### src/hw/rtl/csw_pkg.sv
// Types, constants and decode helpers of the compressed stream length walker.
package csw_pkg;

    localparam int unsigned COUNT_BITS = 20;
    localparam int unsigned LEN_W      = 20;
    localparam int unsigned SKIP_W     = 11;
    localparam int unsigned DATA_W     = 8;
    localparam int unsigned M_TDATA_W  = 24;

    localparam logic [COUNT_BITS-1:0] COUNT_MAX = '1;
    localparam logic [DATA_W-1:0]     END_CODE  = 8'hFF;

    localparam logic [2:0] CMD_COPY      = 3'd0;
    localparam logic [2:0] CMD_SINGLE_A  = 3'd1;
    localparam logic [2:0] CMD_SINGLE_B  = 3'd3;
    localparam logic [2:0] CMD_EXT_ALIAS = 3'd4;
    localparam logic [2:0] CMD_EXT       = 3'd7;

    typedef enum logic [2:0] {
        PH_CTRL = 3'b001,
        PH_EXT  = 3'b010,
        PH_SKIP = 3'b100
    } phase_t;

    typedef struct packed {
        phase_t                  phase;
        logic [2:0]              pending_command;
        logic [1:0]              high_length_bits;
        logic [SKIP_W-1:0]       skip_remaining;
        logic [COUNT_BITS-1:0]   byte_count;
    } walk_state_t;

    typedef struct packed {
        logic [LEN_W-1:0] stream_length;
        logic             ok;
    } walk_result_t;

    localparam walk_state_t STATE_RESET = '{
        phase:            PH_CTRL,
        pending_command:  3'd0,
        high_length_bits: 2'd0,
        skip_remaining:   '0,
        byte_count:       '0
    };

    // Number of payload bytes that follow a header.
    function automatic logic [SKIP_W-1:0] payload_size(input logic [2:0] cmd,
                                                       input logic [SKIP_W-1:0] len);
        logic [SKIP_W-1:0] size;
        case (cmd) inside
            CMD_COPY:                   size = len;
            CMD_SINGLE_A, CMD_SINGLE_B: size = SKIP_W'(1);
            default:                    size = SKIP_W'(2);
        endcase
        return size;
    endfunction

endpackage

### src/hw/rtl/csw_step.sv
// Header decode and state update for one byte of the compressed stream.
module csw_step (
    input  csw_pkg::walk_state_t             st,
    input  logic [csw_pkg::DATA_W-1:0]       data_byte,
    input  logic                             last_byte,
    output csw_pkg::walk_state_t             st_next,
    output logic                             res_valid,
    output csw_pkg::walk_result_t            res
);
    import csw_pkg::*;

    logic [COUNT_BITS-1:0] count_inc;
    logic [2:0]            ext_cmd;
    logic [SKIP_W-1:0]     ext_len;
    logic [SKIP_W-1:0]     short_len;
    logic [SKIP_W-1:0]     skip_dec;
    logic                  terminate;

    assign count_inc = (st.byte_count == COUNT_MAX) ? st.byte_count
                                                    : st.byte_count + COUNT_BITS'(1);
    assign ext_cmd   = (st.pending_command == CMD_EXT) ? CMD_EXT_ALIAS : st.pending_command;
    assign ext_len   = {1'b0, st.high_length_bits, data_byte} + SKIP_W'(1);
    assign short_len = SKIP_W'(data_byte[4:0]) + SKIP_W'(1);
    assign skip_dec  = (st.skip_remaining != '0) ? st.skip_remaining - SKIP_W'(1)
                                                 : st.skip_remaining;

    always_comb begin
        st_next            = st;
        st_next.byte_count = count_inc;
        terminate          = 1'b0;
        res.stream_length  = LEN_W'(count_inc);
        res.ok             = 1'b0;

        case (st.phase)
            PH_EXT: begin
                st_next.skip_remaining = payload_size(ext_cmd, ext_len);
                st_next.phase          = PH_SKIP;
            end
            PH_SKIP: begin
                st_next.skip_remaining = skip_dec;
                if (skip_dec == '0) begin
                    st_next.phase = PH_CTRL;
                end
            end
            default: begin
                if (data_byte == END_CODE) begin
                    terminate = 1'b1;
                    res.ok    = 1'b1;
                end else if (data_byte[7:5] == CMD_EXT) begin
                    st_next.high_length_bits = data_byte[1:0];
                    st_next.pending_command  = data_byte[4:2];
                    st_next.phase            = PH_EXT;
                end else begin
                    st_next.skip_remaining = payload_size(data_byte[7:5], short_len);
                    st_next.phase          = PH_SKIP;
                end
            end
        endcase

        // A stream that runs out of data reports what was counted so far.
        res_valid = terminate || last_byte;
        if (res_valid) begin
            st_next = STATE_RESET;
        end
    end

endmodule

### src/hw/rtl/compressed_stream_length_walker.sv
// A result is registered; it appears on the master side in the cycle after its byte.
// Throughput: one byte per cycle while the output is not stalled; the state update is
// a single decode between registers. A result waiting in the output register stops
// input only while it is not being taken. Reset (aresetn low at a rising edge) returns
// the walker to expect a control byte with a zero count and empties the output register.
module compressed_stream_length_walker (
    input  logic                          aclk,
    input  logic                          aresetn,
    input  logic                          s_tvalid,
    output logic                          s_tready,
    input  logic [csw_pkg::DATA_W-1:0]    s_tdata,   // [7:0] data_byte
    input  logic                          s_tlast,   // last_byte
    output logic                          m_tvalid,
    input  logic                          m_tready,
    output logic [csw_pkg::M_TDATA_W-1:0] m_tdata,   // [19:0] stream_length, [23:20] zero
    output logic                          m_tuser    // ok
);
    import csw_pkg::*;

    walk_state_t  state_reg;
    walk_state_t  state_next;
    logic         out_valid_reg;
    logic         out_valid_next;
    walk_result_t result_reg;
    walk_result_t step_res;
    logic         step_valid;
    logic         accept;

    csw_step u_step (
        .st        (state_reg),
        .data_byte (s_tdata),
        .last_byte (s_tlast),
        .st_next   (state_next),
        .res_valid (step_valid),
        .res       (step_res)
    );

    assign s_tready = !out_valid_reg || m_tready;
    assign accept   = s_tvalid && s_tready;

    always_comb begin
        if (accept) begin
            out_valid_next = step_valid;
        end else if (m_tready) begin
            out_valid_next = 1'b0;
        end else begin
            out_valid_next = out_valid_reg;
        end
    end

    always_ff @(posedge aclk) begin
        if (!aresetn) begin
            state_reg     <= STATE_RESET;
            out_valid_reg <= 1'b0;
        end else begin
            out_valid_reg <= out_valid_next;
            if (accept) begin
                state_reg <= state_next;
            end
        end
    end

    always_ff @(posedge aclk) begin
        if (accept && step_valid) begin
            result_reg <= step_res;
        end
    end

    assign m_tvalid = out_valid_reg;
    assign m_tdata  = M_TDATA_W'(result_reg.stream_length);
    assign m_tuser  = result_reg.ok;

endmodule

### config.mk
export PLATFORM = sky130hd
export DESIGN_NAME = compressed_stream_length_walker
export DESIGN_NICKNAME = d
export VERILOG_FILES = /design/src/hw/rtl/csw_pkg.sv /design/src/hw/rtl/csw_step.sv /design/src/hw/rtl/compressed_stream_length_walker.sv
export SDC_FILE = /design/constraint.sdc
export NUM_CORES = 1
export LEC_CHECK = 0
export BUFFER_PORTS_ARGS = -buffer_cell sky130_fd_sc_hd__buf_4
export CAP_MARGIN = 0
export CORE_MARGIN = 3
export CORE_UTILIZATION = 40
export CTS_CLUSTER_DIAMETER = 150
export CTS_CLUSTER_SIZE = 40
export DETAILED_ROUTE_END_ITERATION = 7
export PLACE_DENSITY = 0.55
export SLEW_MARGIN = 15
export SYNTH_ARGS = -nofsm -noshare
export SYNTH_HDL_FRONTEND = slang
export SYNTH_SLANG_ARGS = --single-unit
### constraint.sdc
create_clock -name aclk -period 3.5 [get_ports aclk]
set_clock_uncertainty 0.2 [all_clocks]
set_input_delay 0 -clock aclk [delete_from_list [all_inputs] [get_ports aclk]]
set_output_delay 0 -clock aclk [all_outputs]
set_load 0.01 [all_outputs]
=== Yosys cells after proc, flatten, opt, wreduce, memory -nomap -nowiden ===
Cells that the tools add are included.
Widths: inputs -> output; s select.

* Add/subtract/negate cells: 4
* Equality and inequality tests: 15
* Multiplexer cells: 20
* Reduce and logical (&&, ||, !) cells: 17

{| class="wikitable"
|+ Operators by type and width
! operator !! number
|-
| $mux 11 || 4
|-
| $mux 39 || 1
|-
| $pmux 11 s2 || 1
|-
| $add 20x1->20 const B || 1
|-
| $eq 20x20->1 const B || 1
|-
| $mux 20 || 1
|-
| $mux 19 || 1
|-
| $add 10x1->11 const B || 1
|-
| $logic_not 11->1 || 1
|-
| $reduce_bool 11->1 || 1
|-
| $sub 11x1->11 const B || 1
|-
| $mux 5 || 2
|-
| $eq 3x2->1 const B || 3
|-
| $eq 3x3->1 const B || 3
|-
| $mux 3 || 3
|-
| $eq 8x8->1 const B || 1
|-
| $ne 4x4->1 const B || 2
|-
| $add 5x1->6 const B || 1
|-
| $eq 3x1->1 const B || 2
|-
| $logic_not 3->1 || 2
|-
| $pmux 3 s2 || 1
|-
| $reduce_and 3->1 || 2
|-
| $reduce_or 2->1 || 3
|-
| $mux 1 || 4
|-
| 9 further kinds || 13
|}

* Flip-flop bits (word level): 61
* Input port bits: 13
* Output and inout port bits: 27
* Word-level logic and storage cells: 64

=== Longest topological paths before layout ===
Gate-level depths: netlist of the first run.

* Depth in word-level cells: 8
* Gate-level depth with buffers: 8
* Gate-level depth less buffers: 7

=== Cells and area by module ===
Synthesis of the first run repeated with hierarchy kept, for this count alone.

* Cell total of the unflattened synthesis: 461
* Area, all modules: 3,829.9 um^2

{| class="wikitable"
|+ Modules (own cells, without submodules)
! module !! times used !! cells each !! area an instance (um^2) !! seq. area each (um^2)
|-
| compressed_stream_length_walker || 1 || 202 || 2,267.2 || 1,431.4
|-
| csw_step || 1 || 259 || 1,562.7 || 0.0
|}

=== Least setup slack after synthesis of the first run ===
OpenSTA, ideal clock, no wires.

* Path kind: reg2reg
* From: register state_reg[37] in the netlist's numbering
* To: register result_reg, in the netlist m_tdata[0] (enable)
* Library setup time: 0.399 ns
* Data arrival time: 2.155 ns
* Data required time: 2.901 ns
* Setup slack: 0.747 ns
* Cell stages (with the launch flop): 7
* Path buffers: 2
* Period minus slack after synthesis: 2.753 ns
* Cell sequence: dfxtp_1 -> buf_2 -> xor2_2 -> a211oi_1 -> buf_2 -> nor2_1 -> nor2_1

{| class="wikitable"
|+ RTL lines
! what !! line !! RTL
|-
| start: declaration || compressed_stream_length_walker.sv:20 || <nowiki>walk_state_t state_reg;</nowiki>
|-
| start signal: assignment || compressed_stream_length_walker.sv:58 || <nowiki>state_reg <= state_next;</nowiki>
|-
| end signal: assignment || compressed_stream_length_walker.sv:65 || <nowiki>result_reg <= step_res;</nowiki>
|-
| end: declaration || compressed_stream_length_walker.sv:24 || <nowiki>walk_result_t result_reg;</nowiki>
|}

=== Final worst setup path of the first run ===
* From: input s_tdata[0] in the netlist's numbering
* To: register out_valid_reg, in the netlist m_tvalid

* Cells in the longest elaborated chain, start to end: 5

{| class="wikitable"
|+ RTL lines
! what !! line !! RTL
|-
| start: declaration || compressed_stream_length_walker.sv:11 || <nowiki>input logic [csw_pkg::DATA_W-1:0] s_tdata,</nowiki>
|-
| $eq 8x8->1 || csw_step.sv:46 || <nowiki>if (data_byte == END_CODE) begin</nowiki>
|-
| $mux 1 || csw_step.sv:46 ||
|-
| $mux 1 || - ||
|-
| $logic_or 1x1->1 || csw_step.sv:61 || <nowiki>res_valid = terminate || last_byte;</nowiki>
|-
| $mux 1 || compressed_stream_length_walker.sv:42 || <nowiki>if (accept) begin</nowiki>
|-
| end signal: assignment || compressed_stream_length_walker.sv:56 || <nowiki>out_valid_reg <= out_valid_next;</nowiki>
|-
| end: declaration || compressed_stream_length_walker.sv:22 || <nowiki>logic out_valid_reg;</nowiki>
|}

No other way between the ends.
A chain may end at the register's enable or synchronous reset.

==> results of run 1 <==
-- cells by family (layout without fill, tap and decap cells) --
group,after synthesis,count (layout)
other,1,4
buffers and inverters,49,81
XOR/XNOR,25,25
adder cells (fa/ha/maj),4,4
AND/OR/NAND/NOR,160,160
flip-flops,61,61
multiplexers,5,5
AO/OA/AOI/OAI,128,128
-- metrics by stage --
stage	power (W)	std cells
final	0.001517	594
after global routing	0.001585	594
after CTS	0.001527	594
after detailed placement	0.0009734	565
after global placement	0.0009736	565
after floorplan	0.0009121	436
-- repair_timing --
item                                    CTS  global route
resized for setup                         0             0
endpoints found under the setup margin    0             0
setup buffers                             0             0
hold buffers                             13             0
endpoints found under the hold margin    17             0
-- worst min-delay path by stage --
stage	slack [ns]	start	end	cells after the start
floorplan	-0.04	s_tdata[4]	state_reg[35]	2
global placement	0.08	s_tdata[1]	state_reg[32]	3
detailed placement	0.1	s_tdata[4]	state_reg[35]	3
CTS	0.24	m_tready	s_tready	3
global route	0.30	m_tready	s_tready	3
finish	0.24	m_tready	s_tready	3
-- cell usage after synthesis (4+ instances only) --
cell / n
o211ai_1: 6
nand3_1: 17
a22oi_1: 5
xnor2_1: 18
o22ai_1: 8
or4_1: 4
xor2_1: 6
a41oi_1: 6
a31oi_1: 14
edfxtp_1: 21
nor4_1: 5
inv_1: 12
buf_4: 4
nand2_1: 30
nand2b_1: 4
or3_1: 6
ha_1: 4
a21oi_1: 25
clkbuf_1: 17
dfxtp_1: 40
a22o_1: 7
and3_1: 6
nor2_1: 34
buf_2: 14
nand4_1: 8
and2_1: 7
o21ai_0: 14
a211oi_1: 5
nor3_1: 14
-- area by class of cell --
cell class	instances	area, um^2
fill	870	4596
tap	126	157.7
multi-input combinational	326	2150
sequential	61	1431
timing repair buffer	53	430.4
clock inverter	6	38.79
clock buffer	10	127.6
inverter	12	45.04
-- routing by layer --
layer / GRT usage (%) / vias up
li1: - / 1700
met3: 3.219 / 14
met2: 26.13 / 102
met1: 30.22 / 1594
met5: 0 / -
met4: 6.175 / 0
-- power breakdown --
part | total, W | switching (W) | internal [W]
registers | 0.000761 | 0.0000142 | 0.000747
clock network | 0.000547 | 0.000291 | 0.000255
logic | 0.000210 | 0.000120 | 0.0000892
-- worst register-to-register path, delay by kind of cell (launching register included) --
family | cells | cell delay [ns]
buf+inv | 3 | 1.36
flops | 1 | 0.51
compound gates | 3 | 0.49
xor+xnor | 1 | 0.14
==> summary.txt, run 1 <==
Drt
  – Vias/cell: 5.741
  – DRC Markers: 0
  – Routed Antenna Nets: 0
  – Routed length on met1: 5177 um
  – Initial DRT Pass Iterations: 5
  – Drt wl/cell: 16.41 um
  – Top Metal Used: met4
  – DRT iter0 DRCs: 195
  – Vias after detailed routing: 3410
  – Met3 wire length: 546 um
  – WL final: 9749 um
  – DR WL met2: 3898 um

Worst setup path
  – WP data arrival: 2.89 ns
  – CP delay by family, top: buffers and inverters
  – Critical R2R Capture: m_tvalid
  – Buf/Inv on CP: 5
  – Crit path max-delay cell type: dlygate4sd3_1
  – Worst Path Required: 3.58 ns
  – CP Depth: 10
  – Crit path cell chain: dlygate4sd3_1 > buf_4 > ha_1 > nand4_1 > a211oi_1 > buf_4 > o21ai_0 > dlygate4sd3_1 > a21oi_1 > dlygate4sd3_1
  – Critical Path Max Stage Delay: 0.57 ns
  – R2R cell count: 7
  – Reg2Reg Setup Slack: 0.76 ns
  – Reg2reg start: state_reg[37]
  – Crit end category: flip-flop
  – Startpoint Class: input port
  – Crit path to: m_tvalid
  – Critical Path Start: s_tdata[0]
  – Crit Path Max Fanout: 11
  – Most used cell, CP: dlygate4sd3_1
  – WS Path Type: in -> reg

Global route
  – GRT Total Usage: 19.16%
  – Vias in the first global route: 3077
  – Largest net degree at the start of global routing: 21
  – Antenna violations before repair: 0
  – First-pass GRT wire length: 15950 um
  – Remaining global-route overflow: 0

CTS
  – CTS tree: built
  – CTS buffer count: 9
  – Clock Latency Late Sink: 0.34 ns
  – Clock tree buffer depth: 2
  – Clock sink count: 61
  – Clock transition at the registers of the reported paths: 0.07 ns
  – Root Buffer: clkbuf_8
  – H-tree depth: 3

STA
  – Max transition margin: 52.14%
  – Final setup vio count: 0
  – Max Freq: 0.3554 GHz
  – Hold WS: 0.2378 ns
  – Final min period: 2.814 ns
  – RSZ-0062 raised after global routing: no
  – Period Utilization, post-route: 80.39%
  – Setup TNS: 0 ns
  – Final Hold Viols: 0
  – Max Slew Vio Count: 0
  – Least-Margin Pin Slew: 0.7156 ns
  – Fin worst setup slack: 0.6865 ns

Yosys
  – Synth Area in Adders: 1.318%
  – Post-synth top area cell: dfxtp_1
  – Yosys top cell area share: 21.08%
  – YS warnings: 0
  – Synth Area in XOR/XNOR: 5.962%
  – Avg Synthesized Cell Area: 8.773 um^2
  – Synth Register Bits: 61
  – Ys async rst share: 0%
  – Post-synth EDFFs: 21
  – Post-synthesis compound-gate area fraction: 24.08%
  – Simple-Gate Fraction of Synth Area: 23.29%
  – Main combinational cell family by area after synthesis: compound AO/OA/AOI/OAI gates
  – Post-synthesis cell type count: 70
  – Post-Syn Instances: 433
  – Netlist Area Pre-Place: 3799 um^2
  – Largest cells by area after synthesis: dfxtp_1 21%, edfxtp_1 17%, xnor2_1 4.2%
  – Post-synthesis mux area share: 1.482%
  – Seq/Total Area, Yosys: 37.68%
  – Primary FF master, synth: dfxtp_1

Pwr
  – Worst vdd ir: 208.6 uV
  – Leak: 1.546 nW
  – Pwr Density: 346.4 nW/um^2

Floorplanning
  – Die Ht: 103.5 um
  – Core ar.: 8976 um^2
  – Die area: 10700 um^2
  – DIE WIDTH: 103.5 um
  – Initial Util: 42.32%
  – # IOs: 40
  – FP Rows: 34

Layout
  – Post-route cell area: 4380 um^2
  – Nets: 480
  – Layout cells sized above 1: 16.24%
  – Diode count: 0
  – Post-layout util: 48.80%
  – Area delta synth->final: 15.32%
  – Max reg flops: 39
  – Most frequent cells in the layout: 40 x buf_4, 40 x dfxtp_1, 33 x nor2_1, 30 x nand2_1, 25 x a21oi_1

Placement
  – IO buf count: 35
  – Final HPWL from detailed placement: 7048 um
  – Placed instance area: 4084 um^2
  – Gpl congestion: 0.8982
  – Pre-CTS WS: 0.8908 ns

Flow run
  – MaxCap Viol Count: 0

Hold path
  – HP Class: in -> out

Outcome
  – Status: complete, no violations
Note: power is estimated with default switching activity, not from simulation.
==> inputs of run 2 (changes only) <==
--- a/config.mk
+++ b/config.mk
@@ -5,6 +5,7 @@
 export SDC_FILE = /design/constraint.sdc
 export NUM_CORES = 1
 export LEC_CHECK = 0
+export ABC_AREA = 1
 export BUFFER_PORTS_ARGS = -buffer_cell sky130_fd_sc_hd__buf_4
 export CAP_MARGIN = 0
 export CORE_MARGIN = 3
==> constraint.sdc (replaced) <==
create_clock -name aclk -period 2.79 [get_ports aclk]
set_clock_uncertainty 0.2 [all_clocks]
set_input_delay 0 -clock aclk [delete_from_list [all_inputs] [get_ports aclk]]
set_output_delay 0 -clock aclk [all_outputs]
set_load 0.01 [all_outputs]
==> summary.txt, run 2 <==
Yosys
  – Commonest cells post-synth: 164 x nand2_1, 46 x a21oi_1, 43 x inv_1
  – Synth Register Bits: 61 (unchanged)
  – YS warnings: 0 (unchanged)
  – Ys async rst share: 0% (unchanged)
  – Yosys top cell area share: 22.80% (+1.7 points)
  – Post-synthesis cell type count: 40 (-43%)
  – Seq/Total Area, Yosys: 40.76% (+3.1 points)
  – Synth Area in Adders: 1.425% (+0.11 points)
  – Avg Synthesized Cell Area: 6.996 um^2 (-20%)
  – Largest cells by area after synthesis: dfxtp_1 23%, edfxtp_1 18%, nand2_1 18%
  – Synth Area in XOR/XNOR: 1.995% (-4.0 points)
  – Post-synthesis compound-gate area fraction: 12.26% (-12 points)
  – Post-synthesis mux area share: 0% (-1.5 points)
  – Post-synth EDFFs: 21 (unchanged)
  – Primary FF master, synth: dfxtp_1
  – Post-Syn Instances: 502 (+16%)
  – Top-count cell post-synth: nand2_1
  – Netlist Area Pre-Place: 3512 um^2 (-7.5%)
  – Simple-Gate Fraction of Synth Area: 35.70% (+12 points)
  – Main combinational cell family by area after synthesis: simple AND/OR/NAND/NOR gates
  – Post-synth top area cell: dfxtp_1

Flow run
  – MaxCap Viol Count: 0 (unchanged)

Global route
  – Largest net degree at the start of global routing: 27 (+29%)
  – Antenna violations before repair: 0 (unchanged)
  – GRT Total Usage: 18.98% (-0.18 points)
  – Remaining global-route overflow: 0 (unchanged)
  – Vias in the first global route: 3256 (+5.8%)
  – First-pass GRT wire length: 15180 um (-4.8%)

Worst setup path
  – R2R cell count: 14 (+7)
  – Critical Path Start: state_reg[21]
  – Reg2Reg Setup Slack: 0.22 ns (-0.54 ns)
  – Worst Path Required: 2.81 ns (-0.77 ns)
  – Startpoint Class: flip-flop
  – Crit end category: flip-flop
  – Reg2reg start: state_reg[21]
  – Most used cell, CP: nand2_1
  – CP Depth: 14 (+4)
  – WP data arrival: 2.59 ns (-0.30 ns)
  – CP delay by family, top: simple AND/OR/NAND/NOR gates
  – Crit path cell chain: inv_1 > ha_1 > inv_1 > nor2_4 > nand3_4 > o21ai_0 > nand2_1 > nor2_1 > nand3_1 > nand2_1 > nand2_1 > nand2_1 > nand3_1 > dlygate4sd3_1
  – Crit path max-delay cell type: dlygate4sd3_1
  – Critical R2R Capture: state_reg[36]
  – WS Path Type: reg -> reg
  – Crit Path Max Fanout: 8 (-3)
  – Buf/Inv on CP: 3 (-2)
  – Crit path to: state_reg[36]
  – Critical Path Max Stage Delay: 0.56 ns (about the same)

CTS
  – H-tree depth: 3 (unchanged)
  – CTS buffer count: 9 (unchanged)
  – CTS tree: built
  – Clock Latency Late Sink: 0.35 ns (about the same)
  – Clock transition at the registers of the reported paths: 0.07 ns (about the same)
  – Clock sink count: 61 (unchanged)
  – Root Buffer: clkbuf_8
  – Clock tree buffer depth: 2 (unchanged)

Layout
  – Nets: 574 (+20%)
  – Diode count: 0 (unchanged)
  – Register area: 1433 um^2 (about the same)
  – Max reg flops: 39 (unchanged)
  – Post-layout util: 50.89% (+2.1 points)
  – Most frequent cells in the layout: 164 x nand2_1, 46 x a21oi_1, 43 x buf_4, 42 x inv_1, 40 x nor2_1
  – Multi-input gate area: 1844 um^2 (-14%)
  – Layout cells sized above 1: 17.08% (+0.84 points)
  – Most common cell after layout, fill and taps aside: nand2_1
  – Fillcell total: 871 (+0.11%)
  – Area delta synth->final: 21.45%

Placement
  – Final HPWL from detailed placement: 6442 um (-8.6%)
  – Gpl congestion: 0.9101 (+1.3%)
  – IO buf count: 35 (unchanged)
  – Pre-CTS WS: 0.6096 ns (-0.2812 ns)

Pwr
  – Worst vdd ir: 209.8 uV (+0.59%)
  – Leak: 1.700 nW (+10%)
  – Pwr Density: 476.6 nW/um^2 (+38%)

Floorplanning
  – DIE WIDTH: 99.71 um (-3.6%)
  – Die area: 9941 um^2 (-7.1%)
  – FP Rows: 33 (-2.9%)
  – Initial Util: 41.90% (-0.42 points)
  – Die Ht: 99.71 um (-3.6%)
  – Core ar.: 8382 um^2 (-6.6%)
  – # IOs: 40 (unchanged)

Drt
  – Vias after detailed routing: 3396 (-0.41%)
  – Drt wl/cell: 13.35 um (-19%)
  – DRT iter0 DRCs: 87 (-55%)
  – DRC Markers: 0 (unchanged)
  – Routed Antenna Nets: 0 (unchanged)
  – Initial DRT Pass Iterations: 4 (-1)
  – WL final: 8906 um (-8.6%)
  – Vias/cell: 5.091 (-11%)

STA
  – Final setup vio count: 0 (unchanged)
  – Hold WS: 0.02444 ns (-0.2134 ns)
  – Setup TNS: 0 ns (unchanged)
  – Final Hold Viols: 0 (unchanged)
  – Period Utilization, post-route: 91.97%
  – Fin worst setup slack: 0.2240 ns (-0.4625 ns)
  – Final min period: 2.566 ns
  – Max Freq: 0.3897 GHz
  – Max Slew Vio Count: 0 (unchanged)

Outcome
  – Status: complete, no violations

Hold path
  – HP Class: in -> reg
  – Hold path depth: 5 (+2)
[run 2: cell types whose count changed after synthesis, sizes merged, moves of 13 or more]
| cell | before | now |
|---|---|---|
| a21oi | 25 | 47 |
| inv | 12 | 51 |
| a31oi | 14 | 1 |
| xnor2 | 18 | 3 |
| nand2 | 30 | 167 |
| nor2 | 34 | 48 |
| nand3 | 17 | 41 |
[run 2: cell type report]
class / instances / share of cell area, %
Tap cell: 105 / 3.080
Sequential cell: 61 / 33.59
Multi-Input combinational cell: 377 / 43.24
Timing Repair Buffer: 57 / 10.85
Clock buffer: 12 / 3.637
Clock inverter: 4 / 1.115
Inverter: 51 / 4.488
[run 2: metal layers]
layer	part of all wire [%]	vias up	wire length, um	global-route usage, %
met5	0	-	0	0
met4	1.9	0	170	7.143
met3	3.4	15	303	3.927
met2	52	58	4587	34.17
met1	43	1567	3845	21.95
li1	-	1756	-	-
[run 2: what timing repair did]
| action | in CTS | in global routing |
|---|---|---|
| hold buffers | 14 | 0 |
| setup buffers | 0 | 1 |
| endpoints found under the setup margin | 0 | 1 |
| gates resized for setup | 0 | 9 |
| endpoints found under the hold margin | 16 | 0 |
[run 2: cells by family (layout without fill, tap and decap cells)]
| kind of cell | Yosys count | in the layout |
|---|---|---|
| AOI/OAI and AO/OA | 78 | 78 |
| buffers and inverters | 67 | 124 |
| other | 1 | 4 |
| and+or+nand+nor | 283 | 283 |
| adders and majority gates | 4 | 4 |
| xor gates and xnor gates | 8 | 8 |
| DFF | 61 | 61 |
[run 2: worst min-delay path by stage]
stage | startpoint | to
after detailed placement | aresetn | state_reg[36]
after floorplan | aresetn | state_reg[36]
after global placement | aresetn | state_reg[36]
after global routing | s_tdata[5] | state_reg[25]
final | s_tdata[5] | state_reg[25]
after CTS | s_tdata[6] | state_reg[26]
[run 2: metrics by stage]
step | cell area, um^2 | power, W | instances
2_1_floorplan | 3523 | 0.001121 | 505
3_3_place_gp | 3891 | 0.001201 | 636
3_5_place_dp | 3891 | 0.001205 | 636
4_1_cts | 4234 | 0.002055 | 666
5_1_grt | 4265 | 0.002138 | 667
6_report | 4265 | 0.002033 | 667
[run 2: worst register-to-register path, stage by stage (launching register included)]
cell and delay [ns]:
dfxtp_1 0.32, inv_1 0.11, ha_1 0.16, inv_1 0.06, nor2_4 0.16, nand3_4 0.13, o21ai_0 0.15, nand2_1 0.08
nor2_1 0.13, nand3_1 0.11, nand2_1 0.11, nand2_1 0.06, nand2_1 0.06, nand3_1 0.06, dlygate4sd3_1 0.56
[run 2: report_power, final]
part | leakage (nW) | switching (W) | total [W] | internal (W)
clock | 0.102 | 0.000370 | 0.000829 | 0.000459
sequential | 0.511 | 0.0000105 | 0.000949 | 0.000938
combinational | 1.09 | 0.000156 | 0.000255 | 0.0000996
total | 1.70 | 0.000536 | 0.00203 | 0.00150
==> inputs of run 3 (changes only) <==
--- a/config.mk
+++ b/config.mk
@@ -8,12 +8,11 @@
 export ABC_AREA = 1
 export BUFFER_PORTS_ARGS = -buffer_cell sky130_fd_sc_hd__buf_4
 export CAP_MARGIN = 0
-export CORE_MARGIN = 3
 export CORE_UTILIZATION = 40
 export CTS_CLUSTER_DIAMETER = 150
 export CTS_CLUSTER_SIZE = 40
 export DETAILED_ROUTE_END_ITERATION = 7
-export PLACE_DENSITY = 0.55
+export PLACE_DENSITY = 0.56
 export SLEW_MARGIN = 15
 export SYNTH_ARGS = -nofsm -noshare
 export SYNTH_HDL_FRONTEND = slang
==> summary.txt, run 3 (same netlist as run 2, synthesis figures left out) <==
Outcome
  – Status: complete, no violations

Global route
  – Vias in the first global route: 3136 (-3.7%)
  – GRT Total Usage: 20.78% (+1.8 points)
  – Largest net degree at the start of global routing: 26 (-3.7%)
  – First-pass GRT wire length: 14490 um (-4.5%)
  – Antenna violations before repair: 0 (unchanged)
  – Remaining global-route overflow: 0 (unchanged)
  – GR Util met1: 23.47% (+1.5 points)
  – GRT busiest layer: met2
  – Grt met2 use: 37.02% (+2.9 points)
  – M3 GR Usage: 4.581% (+0.65 points)

Layout
  – Fillcell total: 844 (-3.1%)
  – Post-layout util: 51.19% (+0.30 points)
  – Diode count: 0 (unchanged)
  – Final Non-Filler Cells: 668 (+0.15%)
  – Area delta synth->final: 21.55% (about the same)
  – Most common cell after layout, fill and taps aside: nand2_1
  – Nets: 575 (+0.17%)
  – Layout cells sized above 1: 16.16% (-0.92 points)
  – Max reg flops: 39 (unchanged)
  – Most frequent cells in the layout: 164 x nand2_1, 46 x a21oi_1, 42 x inv_1, 41 x nor2_1

Floorplanning
  – Initial Util: 42.11% (+0.21 points)
  – # IOs: 40 (unchanged)
  – Die area: 9159 um^2 (-7.9%)
  – FP Rows: 33 (unchanged)
  – Die Ht: 95.71 um (-4.0%)
  – DIE WIDTH: 95.71 um (-4.0%)
  – Core ar.: 8341 um^2 (-0.49%)

Hold path
  – Beginning of the worst hold path: s_tvalid
  – Hold path depth: 4 (-1)
  – HP Class: in -> reg
  – Endpoint, Worst Hold: state_reg[11]

Pwr
  – Worst vdd ir: 201.9 uV (-3.8%)
  – Leak: 1.702 nW (about the same)
  – Pwr Density: 467.8 nW/um^2 (-1.9%)

Placement
  – Final HPWL from detailed placement: 6397 um (-0.69%)
  – Pre-CTS WS: 0.5941 ns (-0.01558 ns)
  – Gpl congestion: 0.9717 (+6.8%)
  – Inst Count DP: 634 (-0.31%)
  – IO buf count: 35 (unchanged)

STA
  – Setup TNS: 0 ns (unchanged)
  – RSZ-0062 raised after global routing: no
  – Final Hold Viols: 0 (unchanged)
  – Final min period: 2.581 ns (+0.01451 ns)
  – Max transition margin: 55.27%
  – Fin worst setup slack: 0.2095 ns (-0.01451 ns)
  – Period Utilization, post-route: 92.49% (+0.52 points)
  – Least-Margin Pin Slew: 0.6685 ns
  – Final setup vio count: 0 (unchanged)
  – Max Freq: 0.3875 GHz (-0.56%)
  – Max Slew Vio Count: 0 (unchanged)

Drt
  – Vias/cell: 5.108 (+0.32%)
  – Vias after detailed routing: 3412 (+0.47%)
  – WL final: 8833 um (-0.82%)
  – Drt wl/cell: 13.22 um (-0.97%)
  – Routed Antenna Nets: 0 (unchanged)
  – Initial DRT Pass Iterations: 4 (unchanged)
  – DRC Markers: 0 (unchanged)
  – DRT iter0 DRCs: 129 (+48%)

CTS
  – Postcts setup bufs: 0 (unchanged)
  – Clock sink count: 61 (unchanged)
  – Clock transition at the registers of the reported paths: 0.08 ns (about the same)
  – CTS buffer count: 9 (unchanged)
  – Clock Latency Late Sink: 0.35 ns (about the same)
  – CTS tree: built
  – Clock tree buffer depth: 2 (unchanged)
  – H-tree depth: 3 (unchanged)
  – Root Buffer: clkbuf_8

Worst setup path
  – Crit end category: flip-flop
  – Crit path cell chain: inv_1 > nand2_1 > nor2_1 > nand3_4 > o21ai_0 > nand2_1 > nor2_1 > nand3_1 > nand2_1 > nand2_1 > nand2_1 > nand3_1 > dlygate4sd3_1
  – Critical R2R Capture: state_reg[36]
  – Crit path max-delay cell type: dlygate4sd3_1
  – WS Path Type: reg -> reg
  – Reg2Reg Setup Slack: 0.21 ns (about the same)
  – R2R cell count: 13 (-1)
  – Most used cell, CP: nand2_1
  – Critical Path Max Stage Delay: 0.55 ns (about the same)
  – Startpoint Class: flip-flop
  – Crit Path Max Fanout: 8 (unchanged)
  – Buf/Inv on CP: 2 (-1)
  – Worst Path Required: 2.82 ns (about the same)
  – WP data arrival: 2.61 ns (+0.02 ns)
  – Reg2reg start: state_reg[29]
  – CP delay by family, top: simple AND/OR/NAND/NOR gates

Flow run
  – MaxCap Viol Count: 0 (unchanged)
## run 3: worst max path at each step
stage                  start       endpoint  slack [ns]  cells past startpoint
4_1_cts        state_reg[20]  state_reg[36]        0.07                     14
3_3_place_gp   state_reg[36]  state_reg[21]        0.58                      9
3_5_place_dp   state_reg[37]  state_reg[21]        0.59                     10
6_report       state_reg[29]  state_reg[36]        0.21                     13
5_1_grt        state_reg[20]  state_reg[36]        0.01                     14
2_1_floorplan  state_reg[36]     m_tdata[0]        0.36                      6
## run 3: what timing repair did
item / CTS / global route
resized for setup: 0 / 7
hold endpoints to repair: 15 / 0
setup endpoints to repair: 0 / 1
hold buffers: 18 / 0
## run 3: layout make-up
type                    count  area [um^2]  area share [%]
well taps                 105        131.4           3.077
multi-input cells         377         1843           43.17
clock inverters             6        63.81           1.495
repair buffers             58        480.5           11.25
clock buffers              10        127.6           2.989
flip-flops and latches     61         1431           33.53
inverters                  51        191.4           4.484
## run 3: stage by stage
stage | hold WS [ns] | instance area, um^2 | total power (W)
3_3_place_gp | 0.02165 | 3876 | 0.001201
2_1_floorplan | -0.1159 | 3523 | 0.001121
3_5_place_dp | 0.03789 | 3876 | 0.001202
6_report | 0.1007 | 4269 | 0.001997
5_1_grt | 0.1425 | 4269 | 0.002093
4_1_cts | 0.1034 | 4248 | 0.002015
## run 3: metal layers
layer | vias to the layer above | part of all wire, %
li1 | 1758 | -
met5 | - | 0
met1 | 1551 | 43
met3 | 27 | 3.4
met2 | 76 | 50
met4 | 0 | 3.2
## run 3: tightest hold or removal path, stage by stage
cell	delay [ns]
buf_4	0.08
nand2_1	0.31
nand2_1	0.15
a21oi_1	0.06
## run 3: where the power goes
| group | internal (W) | total (W) | switching (W) |
|---|---|---|---|
| clock network | 0.000411 | 0.000794 | 0.000383 |
| logic | 0.0000986 | 0.000254 | 0.000156 |
| registers | 0.000938 | 0.000949 | 0.0000105 |
